## src/rtl/core/bia_pkg.sv

```systemverilog
package bia_pkg;

    localparam int DATA_WIDTH = 32;
    localparam int ADD_W      = DATA_WIDTH + 2;
    localparam int CNT_W      = $clog2(DATA_WIDTH);

    localparam logic [2:0] OP_ADD = 3'd0;
    localparam logic [2:0] OP_SUB = 3'd1;
    localparam logic [2:0] OP_NEG = 3'd2;
    localparam logic [2:0] OP_MUL = 3'd3;
    localparam logic [2:0] OP_DIV = 3'd4;
    localparam logic [2:0] OP_GT  = 3'd5;

    typedef struct packed {
        logic [2:0]                   kind;
        logic signed [DATA_WIDTH-1:0] operand_a;
        logic signed [DATA_WIDTH-1:0] operand_b;
    } t_in;

    typedef struct packed {
        logic signed [DATA_WIDTH-1:0] result;
        logic                         divide_by_zero;
    } t_out;

    typedef enum logic [2:0] {
        S_IDLE,
        S_ALU,
        S_MUL,
        S_ABSA,
        S_ABSB,
        S_DIV,
        S_FIX,
        S_DONE
    } t_state;

endpackage

```

## src/rtl/core/bitwise_integer_alu_top.sv

```systemverilog
// 32-bit signed integer unit: add, subtract, negate, multiply (low word),
// divide (truncating, divide by zero gives 0 with a flag) and greater-than.
//
// Input channel i_valid/o_ready carries one operation beat (t_in); output
// channel o_valid/i_ready returns one result beat (t_out) per input beat.
// All but a divide by zero pass through one shared adder of DATA_WIDTH+2 bits,
// stepped by a small sequencer; o_ready is high only while it is idle.
//
// Steps from input beat to result register:
//   add, subtract, negate, greater-than: the ALU step
//   multiply: one shift-add step per bit
//   divide: sign removal of both operands, one restoring step per bit,
//   sign fix; a zero divisor goes straight to the result register
// The next input beat is taken only after the previous result is
// registered, so the unit works on one beat at a time.
//
// Reset (i_rst_n low, synchronous) returns the sequencer to idle and drops
// o_valid. A held result stays in the output register while i_ready is low;
// a new beat may be accepted and worked on meanwhile, and its result waits
// in the sequencer until the output register frees.
module bitwise_integer_alu_top
    import bia_pkg::*;
(
    input  logic i_clk,
    input  logic i_rst_n,
    input  logic i_valid,
    output logic o_ready,
    input  t_in  i_data,
    output logic o_valid,
    input  logic i_ready,
    output t_out o_data
);

    localparam int W = DATA_WIDTH;

    t_state r_state, n_state;

    logic [2:0]       r_kind;
    logic [W-1:0]     r_a, r_b, r_acc;
    logic [CNT_W-1:0] r_cnt;
    logic             r_neg, r_dz;
    t_out             r_out;
    logic             r_out_valid;

    logic [ADD_W-1:0] w_x, w_y, w_sum;
    logic             w_sub;
    logic             w_accept, w_load, w_div_zero;

    assign w_accept   = i_valid && o_ready;
    assign w_load     = (r_state == S_DONE) && (!r_out_valid || i_ready);
    assign w_div_zero = (i_data.kind == OP_DIV) && (i_data.operand_b == '0);

    // shared adder / subtractor
    assign w_sum = w_x + (w_y ^ {ADD_W{w_sub}}) + {{(ADD_W-1){1'b0}}, w_sub};

    // next state
    always_comb begin
        n_state = r_state;
        unique case (r_state)
            S_IDLE: begin
                if (w_accept) begin
                    if (i_data.kind == OP_MUL) begin
                        n_state = S_MUL;
                    end else if (i_data.kind == OP_DIV) begin
                        n_state = w_div_zero ? S_DONE : S_ABSA;
                    end else begin
                        n_state = S_ALU;
                    end
                end
            end
            S_ALU:  n_state = S_DONE;
            S_MUL:  if (r_cnt == '0) n_state = S_DONE;
            S_ABSA: n_state = S_ABSB;
            S_ABSB: n_state = S_DIV;
            S_DIV:  if (r_cnt == '0) n_state = S_FIX;
            S_FIX:  n_state = S_DONE;
            S_DONE: if (w_load) n_state = S_IDLE;
            default: n_state = S_IDLE;
        endcase
    end

    // adder operand selection
    always_comb begin
        w_x   = '0;
        w_y   = '0;
        w_sub = 1'b0;
        o_ready = (r_state == S_IDLE);
        unique case (r_state)
            S_ALU: begin
                case (r_kind) inside
                    OP_ADD: begin
                        w_x = {2'b00, r_a};
                        w_y = {2'b00, r_b};
                    end
                    OP_SUB: begin
                        w_x   = {2'b00, r_a};
                        w_y   = {2'b00, r_b};
                        w_sub = 1'b1;
                    end
                    OP_NEG: begin
                        w_y   = {2'b00, r_a};
                        w_sub = 1'b1;
                    end
                    OP_GT: begin
                        // b - a on sign-extended operands: negative iff a > b
                        w_x   = {{2{r_b[W-1]}}, r_b};
                        w_y   = {{2{r_a[W-1]}}, r_a};
                        w_sub = 1'b1;
                    end
                    default: begin
                        w_x = '0;
                    end
                endcase
            end
            S_MUL: begin
                w_x = {2'b00, r_acc};
                w_y = {2'b00, r_a};
            end
            S_ABSA, S_FIX: begin
                w_y   = {2'b00, r_a};
                w_sub = 1'b1;
            end
            S_ABSB: begin
                w_y   = {2'b00, r_b};
                w_sub = 1'b1;
            end
            S_DIV: begin
                w_x   = {1'b0, r_acc, r_a[W-1]};
                w_y   = {2'b00, r_b};
                w_sub = 1'b1;
            end
            S_IDLE, S_DONE: begin
                w_sub = 1'b0;
            end
            default: begin
                w_sub = 1'b0;
            end
        endcase
    end

    always_ff @(posedge i_clk) begin
        if (!i_rst_n) begin
            r_state <= S_IDLE;
        end else begin
            r_state <= n_state;
        end
    end

    // datapath
    always_ff @(posedge i_clk) begin
        case (r_state)
            S_IDLE: begin
                if (w_accept) begin
                    r_kind <= i_data.kind;
                    r_a    <= w_div_zero ? '0 : i_data.operand_a;
                    r_b    <= i_data.operand_b;
                    r_acc  <= '0;
                    r_cnt  <= CNT_W'(W - 1);
                    r_neg  <= i_data.operand_a[W-1] ^ i_data.operand_b[W-1];
                    r_dz   <= w_div_zero;
                end
            end
            S_ALU: begin
                case (r_kind) inside
                    OP_ADD, OP_SUB, OP_NEG: r_a <= w_sum[W-1:0];
                    OP_GT:                  r_a <= {{(W-1){1'b0}}, w_sum[ADD_W-1]};
                    default:                r_a <= '0;
                endcase
            end
            S_MUL: begin
                if (r_b[0]) r_acc <= w_sum[W-1:0];
                r_a   <= {r_a[W-2:0], 1'b0};
                r_b   <= {1'b0, r_b[W-1:1]};
                r_cnt <= r_cnt - 1'b1;
            end
            S_ABSA: if (r_a[W-1]) r_a <= w_sum[W-1:0];
            S_ABSB: if (r_b[W-1]) r_b <= w_sum[W-1:0];
            S_DIV: begin
                // restoring step: keep the difference when there is no borrow
                if (!w_sum[ADD_W-1]) begin
                    r_acc <= w_sum[W-1:0];
                    r_a   <= {r_a[W-2:0], 1'b1};
                end else begin
                    r_acc <= {r_acc[W-2:0], r_a[W-1]};
                    r_a   <= {r_a[W-2:0], 1'b0};
                end
                r_cnt <= r_cnt - 1'b1;
            end
            S_FIX: if (r_neg) r_a <= w_sum[W-1:0];
            default: begin
                r_cnt <= r_cnt;
            end
        endcase
    end

    // output register
    always_ff @(posedge i_clk) begin
        if (!i_rst_n) begin
            r_out_valid <= 1'b0;
        end else if (w_load) begin
            r_out_valid <= 1'b1;
        end else if (i_ready) begin
            r_out_valid <= 1'b0;
        end
        if (w_load) begin
            r_out.result         <= (r_kind == OP_MUL) ? r_acc : r_a;
            r_out.divide_by_zero <= r_dz;
        end
    end

    assign o_valid = r_out_valid;
    assign o_data  = r_out;

endmodule

```

## config.mk

```make
export PLATFORM = sky130hd
export DESIGN_NAME = bitwise_integer_alu_top
export DESIGN_NICKNAME = d
export VERILOG_FILES = /design/src/rtl/core/bia_pkg.sv /design/src/rtl/core/bitwise_integer_alu_top.sv
export SDC_FILE = /design/constraint.sdc
export NUM_CORES = 1
export LEC_CHECK = 0
export BUFFER_PORTS_ARGS = -buffer_cell sky130_fd_sc_hd__buf_2
export CAP_MARGIN = 20
export CORE_MARGIN = 2
export CORE_UTILIZATION = 45
export CTS_CLUSTER_DIAMETER = 50
export DETAILED_ROUTE_END_ITERATION = 8
export PLACE_DENSITY = 0.66
export SYNTH_ARGS = -nofsm -noshare
export SYNTH_HDL_FRONTEND = slang
export SYNTH_SLANG_ARGS = --single-unit
```

## constraint.sdc

```tcl
create_clock -name i_clk -period 4.7 [get_ports i_clk]
set_input_delay 0.47 -clock i_clk [delete_from_list [all_inputs] [get_ports i_clk]]
set_output_delay 0.47 -clock i_clk [all_outputs]
set_load 0.01 [all_outputs]
```

======== Word-level counts from Yosys, hierarchy flattened ========
Cells that the tools add are included.
storage, ports and cells
  memories kept ........................... 0
  bits in read-only memories .............. 0
  bits in registers ....................... 143
  logic and storage cells ................. 110
  latch bits .............................. 0
  output and inout port bits .............. 35
  memory bits (writable) .................. 0
  input bits .............................. 71
cells by class
  equal/unequal tests ..................... 21
  add/subtract/negate cells ............... 3
  reductions and logical operators ........ 28
  div/mod/pow operators ................... 0
  $mul .................................... 0
  multiplexer cells ....................... 43
  bitwise operators ....................... 2
  $lt $le $gt $ge ......................... 0
  shift-type cells ........................ 0
operators with widths
  operator              count
  $mux W32              11
  $mux W34              8
  $pmux W34 S3          2
  $pmux W32 S3          2
  $pmux W32 S6          1
  $add A34 B1 Y34       1
  $add A34 B34 Y34      1
  $xor A34 B34 Y34      1
  $logic_not A32 Y1     1
  $mux W3               7
  $pmux W3 S7           1
  $eq A3 B3 Y1 const B  6
  $eq A3 B2 Y1 const B  5
  $ne A2 B2 Y1 const B  7
  $pmux W5 S2           1
  $reduce_and A3 Y1     3
  $mux W1               8
  $reduce_and A4 Y1     2
  $eq A3 B1 Y1 const B  2
  $logic_not A3 Y1      2
  $reduce_and A2 Y1     3
  $reduce_bool A3 Y1    2
  $reduce_bool A6 Y1    1
  $reduce_or A2 Y1      3
  12 further kinds      16

======== Depth between registers and ports, before layout ========
Gate-level depths: netlist of run 1.
  word-level depth ........................ 12
  mapped depth ............................ 22
  gate-level depth less buffers ........... 18

======== Worst setup path after synthesis of run 1 ========
No wires, ideal clock.
  kind .................................... register to register
  from .................................... register r_kind[2]
  to ...................................... register r_acc[28] (data pin)
  path buffers ............................ 2
  slack ................................... -0.021 ns
  required time ........................... 4.546 ns
  clock period less this slack ............ 4.721 ns
  arrival ................................. 4.567 ns
  cell stages (with the launch flop) ...... 18
  setup time .............................. 0.154 ns
  cells stage by stage .................... edfxtp_1 nor3b_1 nor3_1 or2_2 clkbuf_1 clkbuf_1 xor2_1 ha_1 o211ai_1 a21oi_1 o2111ai_1 a21o_1 o41ai_2 a21oi_1 or4_1 and4_1 mux2_1 o22ai_1
on the way
  word-level cells in the longest chain between the ends .. 11
  elaborated cells between the ends (all ways) .. 25
  classes of those cells .................. add/sub: 2; eq/ne: 3; mux: 18; bitwise: 1; reduce/logical: 1
RTL lines
  what                                               RTL line                                                        RTL
  start, declared                                    bitwise_integer_alu_top.sv:38                                   logic [2:0] r_kind;
  start signal, assigned                             bitwise_integer_alu_top.sv:154                                  r_kind <= i_data.kind;
  $eq A3 B3 Y1 (no line)                             n/a
  $mux W34 or $mux W1 (tied branches) (4 in series)  bitwise_integer_alu_top.sv:90                                   case (r_kind) inside
  $pmux W34 S3 or $pmux W1 S2 (tied branches)        bitwise_integer_alu_top.sv:88                                   unique case (r_state)
  $xor A34 B34 Y34                                   bitwise_integer_alu_top.sv:54                                   assign w_sum = w_x + (w_y ^ {ADD_W{w_sub}}) + {{(ADD_W-1){1'b0}}, w_sub};
  $add A34 B34 Y34                                   bitwise_integer_alu_top.sv:54
  $add A34 B1 Y34 (*)                                bitwise_integer_alu_top.sv:54
  $mux W32 (on tied branches)                        bitwise_integer_alu_top.sv:180, bitwise_integer_alu_top.sv:171
  $pmux W32 S3 (*)                                   bitwise_integer_alu_top.sv:151                                  case (r_state)
  end signal, assigned                               bitwise_integer_alu_top.sv:171                                  if (r_b[0]) r_acc <= w_sum[W-1:0];
  end signal, assigned                               bitwise_integer_alu_top.sv:181                                  r_acc <= w_sum[W-1:0];
  end signal, assigned                               bitwise_integer_alu_top.sv:184                                  r_acc <= {r_acc[W-2:0], r_a[W-1]};
  end, declared                                      bitwise_integer_alu_top.sv:39                                   logic [W-1:0] r_a, r_b, r_acc;
Mark *: on every way between the ends. The rest lies on a longest branch, timed or not. The select of a mux whose other input is x is not followed.
A chain may end at the register's enable or synchronous reset.

======== Worst setup path in the final report of run 1 ========
  from .................................... register r_kind[0]
  to ...................................... register r_acc[20] (data pin)
Same word-level chain as after synthesis.

==> qor.txt, run 1 <==
================================================================================
Total core area                                                      21,900 um^2
Latest clock arrival within the worst-skew pair                           430 ps
Commonest cells after routing, fill and taps aside                  139 x edfxtp_1, 116 x nand2_1, 105 x buf_2, 91 x o21ai_0, 82 x a22oi_1
Final weighted congestion in routability-driven placement                  0.968
Via count                                                                  9,267
Average cell area after synthesis                                      9.59 um^2
Cells traversed along the worst timing path                         and3b_2 > o21ai_1 > a21oi_1 > a21o_1 > buf_12 > a22oi_1 > xor2_1 > ha_2 > a21oi_1 > o21ai_2 > nor2_1 > or3_4 > o311ai_4 > a211oi_2 > a221oi_2 > xnor2_2 > buf_4 > clkbuf_16 > a311o_1
Ranking of synthesized cells by area                                edfxtp_1 42%, a22oi_1 6.3%, o21ai_0 4.6%, nand2_1 4.4%, ha_1 4.1%
Violation count after the first detailed-route iteration                   1,113
Commonest register cell after synthesis                                 edfxtp_1
Average via count per standard cell                                         6.33
Crit path capture                                                      r_acc[20]
Starting density of the core                                               45.9%
Cell taking the most area after synthesis                               edfxtp_1
Final count of pins violating max slew                                         0
Remaining max-slew budget at the tightest pin                              23.3%
Count of antenna diodes in the layout                                          0
Vias in the first global route                                             8,943
Antenna viol nets, final                                                       0
Die Height                                                                153 um
I/O pins                                                                     106
Slew at the pin closest to its max-slew limit                            1140 ps
Total met2 wirelength after detailed routing                           14,500 um
Setup crit start                                                       r_kind[0]
Average wire per cell in the routed design                               21.0 um
Total detailed-routing wirelength                                      30,800 um
Maximum buffer depth of the clock tree                                         2
Critical Path RT                                                         4870 ps
TritonCTS buffer count                                                        17
Synth Register Bits                                                          143
CTS root buf                                                           clkbuf_16
Sinks on the clock net                                                       143
Library cell appearing most often on the critical path                   a21oi_1
Number of synthesized flops with an enable pin                               139
Worst R2R Path Depth                                                          19
Syn Nets                                                                   1,152
Antenna violations before repair                                               0
Count of synthesis-stage warnings from yosys                                   0
Share of cells above drive strength 1                                      25.0%
Nature of the critical path endpoint                                    register
R2R setup slack                                                           190 ps
Clock period minus worst slack                                           4510 ps
Post-detail-place hpwl                                                 21,500 um
Highest-delay cell along the critical path                              edfxtp_1
TritonCTS clock tree                                                        done
Hold bufs inserted after CTS                                                   0
Wire length of the first global-routing pass                           48,200 um
Highest metal layer with signal wires                                       met4
Post-synthesis instance total                                              1,047
Area of the multi-input gates                                          5560 um^2
Fraction of synthesized cell area taken by the top area cell type          41.6%
Iteration count of the initial detailed-routing pass                           9
Type of element launching the critical path                             register
Post-route core utilization                                                55.5%
Area of the die                                                      23,500 um^2
CTS clk-pin slew, worst paths                                              60 ps
Final worst hold slack                                                    264 ps
Number of DRC violations after detailed routing                                0
Critical Path AT                                                         4680 ps
Worst Path Class, Setup                                             register to register
Share of synthesized area occupied by flip-flops and latches               42.4%
Number of max-cap violations                                                   0
CTS HTree Levels                                                               4
Number of cells on the worst hold path                                         1
Outcome                                                                completed
Maximum number of pins on one net before global-route repair                  39
Setup clock skew after layout                                            10.7 ps
Synth unique cells                                                            72
Row cnt                                                                       54
Finish-stage setup viols                                                       0
Most common cell after layout, fill and taps aside                      edfxtp_1
Biggest cell delay along the critical path                                470 ps
Final net count                                                            1,277
Highest Clock Rate                                                     0.222 GHz
Total GRT Usage                                                            25.5%
Area delta synth->final                                                    21.0%
Met3 wire length                                                         2570 um
Hold violation total from the final report                                     0
CP Max Fanout                                                                 17
Class of the worst hold path                                        input pin to register
Die width                                                                 153 um
Total of buffers placed on input and output ports                            105
End of the worst register-to-register path                             r_acc[20]
Met1 Routed Length                                                     13,000 um
Sequential Area                                                        4260 um^2
Worst flop-to-flop path startpoint                                     r_kind[0]
GRT overflow                                                                   0
Synth async-reset ratio                                                       0%
Number of fill cells                                                       1,997
Final cycle utilization of the critical path                               96.0%
Area of the mapped netlist                                           10,000 um^2
================================================================================
how the worst min path moves through the flow:
stage,start,endpoint,slack [ps]
global placement,r_dz,o_data[0],400
detailed placement,r_dz,o_data[0],410
CTS,i_data[65],r_kind[1],250
finish,i_data[65],r_kind[1],260
global route,i_data[65],r_kind[1],250
floorplan,r_dz,o_data[0],400
sequential cells by signal, indices dropped and copies added, names as in the netlist, 3 cells and up:
signal,count
o_data,33
r_a,32
r_acc,32
r_b,32
r_cnt,5
r_kind,3
r_state,3
cells by family (layout without fill, tap and decap cells):
kind of cell	count (synthesis)	in the layout	synth area share, %
AOI/OAI and AO/OA	376	376	26.5
xor gates and xnor gates	61	61	5.32
and+or+nand+nor	277	277	13.0
DFF	143	143	42.4
adders and majority gates	34	34	4.31
buffers and inverters	121	259	4.70
muxes	35	35	3.86
stage by stage:
step                setup TNS (ps)  instances  instance area [um^2]  worst slack, ps
floorplan                        0       1047                 10100             51.5
global placement                 0       1423                 11200              113
detailed placement           -15.6       1424                 11200            -15.6
CTS                              0       1456                 11900             3.49
global route                  -836       1465                 12200            -56.9
finish                           0       1465                 12200              190
critical path: cells and delay by family, from the launching register on:
kind	cells	cell delay [ps]
adder cells (fa/ha/maj)	1	410
AO/OA/AOI/OAI	10	1810
buffers and inverters	3	510
flip-flops	1	470
AND/OR/NAND/NOR	3	760
XOR/XNOR	2	270
metal layers:
| metal | up-vias | GRT usage [%] |
|---|---|---|
| met5 | - | 0 |
| met4 | 0 | 8.52 |
| met3 | 44 | 5.05 |
| met2 | 464 | 41.7 |
| met1 | 4453 | 34.1 |
| li1 | 4306 | - |
layout make-up:
class / instances / share of cell area [%]
inverters: 40 / 1.24
clock buffers: 20 / 3.59
flip-flops and latches: 143 / 35.0
multi-input cells: 783 / 45.7
well taps: 280 / 2.88
repair buffers: 187 / 10.2
clock inverters: 12 / 1.38
synthesized netlist by cell type (12+ instances only):
library cell  number
edfxtp_1         139
nand2_1          117
o21ai_0           93
a22oi_1           84
clkbuf_1          69
a21oi_1           47
xor2_1            41
inv_1             39
nor2_1            39
a222oi_1          34
ha_1              33
mux2_2            29
nor3_1            23
a21o_1            21
nand3_1           21
xnor2_1           20
nor4_1            14
o22ai_1           14
or3_1             13
o21a_1            12
repair_timing:
item	in CTS	in global routing
gates resized for setup	3	45
pin swaps	0	17
setup buffers	0	7
endpoints found under the setup margin	1	50
gates cloned	0	1
Power of run 1 is not shown: default switching activity piles up to over one toggle a cycle in this logic, so the estimate is an artifact.
==> run 2, diff against run 1 <==
--- a/config.mk
+++ b/config.mk
@@ -8,10 +8,11 @@
 export BUFFER_PORTS_ARGS = -buffer_cell sky130_fd_sc_hd__buf_2
 export CAP_MARGIN = 20
 export CORE_MARGIN = 2
-export CORE_UTILIZATION = 45
+export CORE_UTILIZATION = 40
 export CTS_CLUSTER_DIAMETER = 50
 export DETAILED_ROUTE_END_ITERATION = 8
-export PLACE_DENSITY = 0.66
+export PLACE_DENSITY = 0.6
+export RECOVER_POWER = 50
 export SYNTH_ARGS = -nofsm -noshare
 export SYNTH_HDL_FRONTEND = slang
 export SYNTH_SLANG_ARGS = --single-unit
==> run 2 against run 1 <==
  * First-iteration DRC count fell by 5.0%
  * Non-clock buffer count rose by 16
  * Sequential share of layout area rose by 0.12 points
  * Critical path type unchanged
  * The flow now finishes with violations (capacitance limit, slew limit)
==> qor.txt, run 2 (same netlist as run 1, synthesis figures left out) <==
===========================================================================
Number of cells on the worst hold path                                    3
CTS root buf                                                      clkbuf_16
Violation count after the first detailed-route iteration              1,057
Biggest cell delay along the critical path                           420 ps
Area delta synth->final                                               20.6%
Die Height                                                           162 um
Most common cell after layout, fill and taps aside                 edfxtp_1
GRT overflow                                                              0
Highest-delay cell along the critical path                         edfxtp_1
Average via count per standard cell                                    6.06
Clock period minus worst slack                                      4530 ps
Highest Clock Rate                                                0.221 GHz
Cell family with the largest share of critical-path delay      simple AND/OR/NAND/NOR gates
Final net count                                                       1,293
CP Max Fanout                                                            16
CTS clk-pin slew, worst paths                                         60 ps
Library cell appearing most often on the critical path                buf_4
I/O pins                                                                106
Setup clock skew after layout                                       9.46 ps
Maximum buffer depth of the clock tree                                    2
Post-detail-place hpwl                                            23,100 um
Combined buffer and inverter count along the critical path                4
Remaining max-slew budget at the tightest pin                        -14.5%
Final cycle utilization of the critical path                          96.3%
Row cnt                                                                  57
Critical Path RT                                                    4880 ps
Total core area                                                 24,500 um^2
TritonCTS clock tree                                                   done
Total Negative Setup Slacks                                            0 ps
TritonCTS buffer count                                                   17
Number of DRC violations after detailed routing                           0
Worst flop-to-flop path startpoint                                r_kind[2]
Vias in the first global route                                        8,806
Total GRT Usage                                                       24.2%
Latest clock arrival within the worst-skew pair                      430 ps
Class of the worst hold path                                   input pin to register
Die width                                                            162 um
Hold violation total from the final report                                0
Cell depth of the worst setup path                                       18
Count of antenna diodes in the layout                                     0
Post-route core utilization                                           49.5%
Worst R2R Path Depth                                                     18
Hold bufs inserted after CTS                                              0
Critical Path AT                                                    4700 ps
Area of the multi-input gates                                     5490 um^2
Antenna viol nets, final                                                  0
Setup crit start                                                  r_kind[2]
Type of element launching the critical path                        register
Iteration count of the initial detailed-routing pass                      7
Wire length of the first global-routing pass                      50,000 um
Final weighted congestion in routability-driven placement             0.950
Final count of pins violating max slew                                   15
Finish-stage setup viols                                                  0
Number of max-cap violations                                              1
Via count                                                             9,234
Commonest cells after routing, fill and taps aside             139 x edfxtp_1, 117 x nand2_1, 91 x o21ai_0, 83 x a22oi_1, 81 x buf_4
Area of the die                                                 26,400 um^2
Worst hold start                                                    i_rst_n
Slew at the pin closest to its max-slew limit                       1710 ps
Total of buffers placed on input and output ports                       105
Maximum number of pins on one net before global-route repair             35
Antenna violations before repair                                          0
Worst Path Class, Setup                                        register to register
Outcome                                                        finished, violations left
Number of fill cells                                                  2,344
Failing checks                                                 capacitance limit, slew limit
Nature of the critical path endpoint                               register
CTS HTree Levels                                                          4
Sequential Area                                                   4260 um^2
Sinks on the clock net                                                  143
Average wire per cell in the routed design                          21.3 um
Share of cells above drive strength 1                                 20.8%
Starting density of the core                                          41.1%
Largest register FFs                                                     33
Cells traversed along the worst timing path                    nor3b_2 > buf_4 > nor3_1 > or2_2 > buf_6 > xor2_1 > ha_1 > nand2_1 > nor2_1 > nand3_1 > or3_1 > o311ai_4 > a211oi_2 > a221oi_2 > xnor2_2 > buf_4 > clkbuf_16 > a311o_1
Total detailed-routing wirelength                                 32,500 um
===========================================================================
-- run 2: repair_timing --
item,CTS,global route
gates resized for setup,2,32
endpoints found under the setup margin,2,42
setup buffers,0,8
pin swaps,0,16
cloned,0,1
-- run 2: through the flow --
stage	instances	setup WS, ps	hold slack [ps]	area, um^2
floorplan	1047	51.5	400	10100
global placement	1483	8.89	405	11400
detailed placement	1484	-55.5	406	11400
CTS	1515	8.51	241	12000
global route	1524	-8.63	291	12100
finish	1524	174	285	12100
-- run 2: cell type report --
cell class	instances	area share, %
flip-flops and latches	143	35.1
inverters	40	1.24
clock inverters	13	1.40
repair buffers	203	10.0
multi-input cells	783	45.3
clock buffers	18	3.54
well taps	324	3.35
-- run 2: worst paths after layout --
kind / to / slack (ps)
worst max-delay path: r_acc[5] / 170
worst min register to register: o_data[0] / 430
worst min-delay path: r_state[1] / 290
worst max register to register: r_acc[5] / 170
-- run 2: worst register-to-register path: stages, from the launching register on --
cell	delay [ps]
edfxtp_1	420
nor3b_2	250
buf_4	150
nor3_1	50
or2_2	360
buf_6	200
xor2_1	190
ha_1	350
nand2_1	110
nor2_1	160
nand3_1	160
or3_1	380
o311ai_4	130
a211oi_2	150
a221oi_2	350
xnor2_2	170
buf_4	180
clkbuf_16	170
a311o_1	350
-- run 2: metal layers --
layer	global-route usage (%)	share of wire [%]	wire, um
met3	2.98	6.4	2090
met4	8.05	2.1	670
met2	39.4	47	15200
met5	0	0	0
met1	33.6	45	14500
Power of run 2 is left out for the same reason.
==> run 3, diff against run 2 <==
--- a/config.mk
+++ b/config.mk
@@ -5,12 +5,14 @@
 export SDC_FILE = /design/constraint.sdc
 export NUM_CORES = 1
 export LEC_CHECK = 0
+export ABC_AREA = 1
 export BUFFER_PORTS_ARGS = -buffer_cell sky130_fd_sc_hd__buf_2
 export CAP_MARGIN = 20
 export CORE_MARGIN = 2
 export CORE_UTILIZATION = 40
 export CTS_CLUSTER_DIAMETER = 50
 export DETAILED_ROUTE_END_ITERATION = 8
+export GPL_TIMING_DRIVEN = 0
 export PLACE_DENSITY = 0.6
 export RECOVER_POWER = 50
 export SYNTH_ARGS = -nofsm -noshare
==> constraint.sdc (replaced) <==
create_clock -name i_clk -period 4.7 [get_ports i_clk]
set_input_delay 0.47 -clock i_clk [delete_from_list [all_inputs] [get_ports i_clk]]
set_output_delay 0.47 -clock i_clk [all_outputs]
set_load 0.02 [all_outputs]
==> run 3 against run 2 <==
  * The run still ends with capacitance limit, slew limit left
  * Clock skew up 1.8 ps
  * Utilization down 2.8 points
  * Critical endpoint is now r_acc[20]
  * Final area about the same
  * Wire length increased by 23%
  * Highest routed layer unchanged
  * Area after synthesis increased by 4.8%
  * Sequential share of layout area about the same
  * Via count is 14% higher
  * Largest cell class unchanged
  * Critical path type unchanged
==> qor.txt, run 3 <==
================================================================================
Worst Path Class, Setup                                             register to register
Area of the mapped netlist                                           10,500 um^2
Biggest cell delay along the critical path                                440 ps
Critical Path RT                                                         4850 ps
Number of fill cells                                                       2,597
Synth async-reset ratio                                                       0%
Iteration count of the initial detailed-routing pass                           6
Violation count after the first detailed-route iteration                   1,355
Failing checks                                                      capacitance limit, slew limit
Hold violation total from the final report                                     0
Cells traversed along the worst timing path                         nand2_2 > nor2_4 > nand2_4 > nand2_1 > inv_1 > clkbuf_2 > o21ai_0 > xor2_1 > ha_1 > nand3_1 > nand2_1 > a21oi_1 > o21ai_2 > a21oi_1 > o21ai_0 > or2_2 > nand2_1 > inv_1 > o21ai_0 > o21ai_0
Total Negative Setup Slacks                                                 0 ps
Post-synthesis instance total                                              1,330
TritonCTS buffer count                                                        17
Total core area                                                      25,900 um^2
Most common cell after layout, fill and taps aside                       nand2_1
I/O pins                                                                     106
R2R setup slack                                                           270 ps
Commonest register cell after synthesis                                 edfxtp_1
Outcome                                                             finished, violations left
Antenna viol nets, final                                                       0
Wire length of the first global-routing pass                           59,000 um
Commonest cells in the synthesized netlist                          261 x nand2_1, 193 x inv_1, 139 x edfxtp_1
GRT overflow                                                                   0
Unrepaired setup endpoints after global routing                            false
Number of max-cap violations                                                   1
Finish-stage setup viols                                                       0
Commonest cells after routing, fill and taps aside                  261 x nand2_1, 192 x inv_1, 139 x edfxtp_1, 102 x a21oi_1, 102 x o21ai_0
Largest register FFs                                                          33
Area of the multi-input gates                                          5270 um^2
Count of synthesis-stage warnings from yosys                                   0
Via count                                                                 10,500
Final cycle utilization of the critical path                               94.3%
Maximum number of pins on one net before global-route repair                  34
Number of synthesized flops with an enable pin                               139
Critical Path AT                                                         4590 ps
Row cnt                                                                       59
Area delta synth->final                                                    15.1%
Total detailed-routing wirelength                                      40,000 um
Die width                                                                 166 um
Average wire per cell in the routed design                               22.1 um
Sinks on the clock net                                                       143
Area of the die                                                      27,600 um^2
Number of DRC violations after detailed routing                                0
Cell taking the most area after synthesis                               edfxtp_1
Latest clock arrival within the worst-skew pair                           430 ps
Share of synthesized area occupied by flip-flops and latches               40.4%
Final count of pins violating max slew                                        34
Total of buffers placed on input and output ports                            105
CTS root buf                                                           clkbuf_16
Nature of the critical path endpoint                                    register
Remaining max-slew budget at the tightest pin                             -72.0%
Maximum buffer depth of the clock tree                                         2
Library cell appearing most often on the critical path                   o21ai_0
CTS clk-pin slew, worst paths                                              60 ps
Fraction of synthesized cell area taken by the top area cell type          39.7%
Class of the worst hold path                                        input pin to register
TritonCTS clock tree                                                        done
Antenna violations before repair                                               0
Final net count                                                            1,565
Clock period minus worst slack                                           4430 ps
Final worst hold slack                                                    279 ps
Cell family with the largest share of critical-path delay           compound AO/OA/AOI/OAI gates
Vias in the first global route                                             9,702
Syn Nets                                                                   1,435
Share of cells above drive strength 1                                      11.3%
Combined buffer and inverter count along the critical path                     3
Highest Clock Rate                                                     0.226 GHz
Ranking of synthesized cells by area                                edfxtp_1 40%, nand2_1 9.3%, inv_1 6.9%, o21ai_0 4.9%, a21oi_1 4.9%
Sequential Area                                                        4250 um^2
Synth unique cells                                                            51
Count of antenna diodes in the layout                                          0
Slew at the pin closest to its max-slew limit                            2570 ps
Most frequent cell after synthesis                                       nand2_1
Total GRT Usage                                                            28.2%
Post-detail-place hpwl                                                 32,800 um
Starting density of the core                                               40.6%
Average cell area after synthesis                                      7.91 um^2
Synth Register Bits                                                          143
Die Height                                                                166 um
Type of element launching the critical path                             register
Setup clock skew after layout                                            11.2 ps
Highest-delay cell along the critical path                               dfxtp_1
Final weighted congestion in routability-driven placement                  0.988
CTS HTree Levels                                                               4
CP Max Fanout                                                                 10
Average via count per standard cell                                         5.83
================================================================================
-- run 3: cell types whose count changed in the layout (fill, tap and decap cells not counted), moves of 29 or more --
cell      previous run  this run
o221ai_1             2        49
mux2_2              29         0
a22oi_1             83        27
nand2_1            117       261
inv_1               39       192
a21oi_1             39       102
buf_4               81         5
a222oi_1            34         0
nor2_1              38        73
-- run 3: cell families (layout without fill, tap and decap cells) --
logic type | after synthesis | after routing | synth area share [%]
compound gates | 401 | 401 | 23.5
xor+xnor | 55 | 55 | 4.72
fa+ha+maj | 34 | 34 | 4.11
buf+inv | 262 | 405 | 9.70
flops | 143 | 143 | 40.4
simple gates | 435 | 435 | 17.6
-- run 3: cell type report --
class | instances | share of cell area [%]
plain buffers | 59 | 2.22
clock buffers | 17 | 3.51
clock inverters | 15 | 1.24
inverters | 202 | 6.29
multi-input cells | 925 | 43.5
flip-flops and latches | 143 | 35.1
well taps | 335 | 3.46
repair buffers | 112 | 4.67
-- run 3: layer usage --
metal | vias up | part of all wire (%) | global-route usage [%] | wire length, um
met4 | 0 | 1.7 | 7.07 | 676
li1 | 4901 | - | - | -
met3 | 38 | 9.7 | 4.29 | 3860
met5 | - | 0 | 0 | 0
met1 | 4997 | 45 | 42.2 | 18000
met2 | 606 | 44 | 42.8 | 17500
-- run 3: worst paths after layout --
| check | startpoint | end | depth (start not counted) |
|---|---|---|---|
| worst max-delay path | r_state[0] | r_acc[20] | 20 |
| worst min-delay path | i_data[66] | r_kind[2] | 1 |
| worst max register to register | r_state[0] | r_acc[20] | 20 |
| worst min register to register | r_dz | o_data[0] | 0 |
-- run 3: repair_timing --
action | 4_1_cts | 5_1_grt
buffers inserted | 0 | 4
resized for setup | 2 | 15
hold buffers | 0 | 0
endpoints found under the setup margin | 18 | 46
-- run 3: metrics by stage --
step	utilization (%)	instance area, um^2	cells	setup slack [ps]
after global routing	46.7	12100	1808	1.22
after detailed placement	44.7	11600	1773	-128
after global placement	44.3	11500	1770	-488
final	46.7	12100	1808	266
after floorplan	-	10500	1330	1130
after CTS	46.9	12200	1805	77.1
Power of run 3 is left out for the same reason.
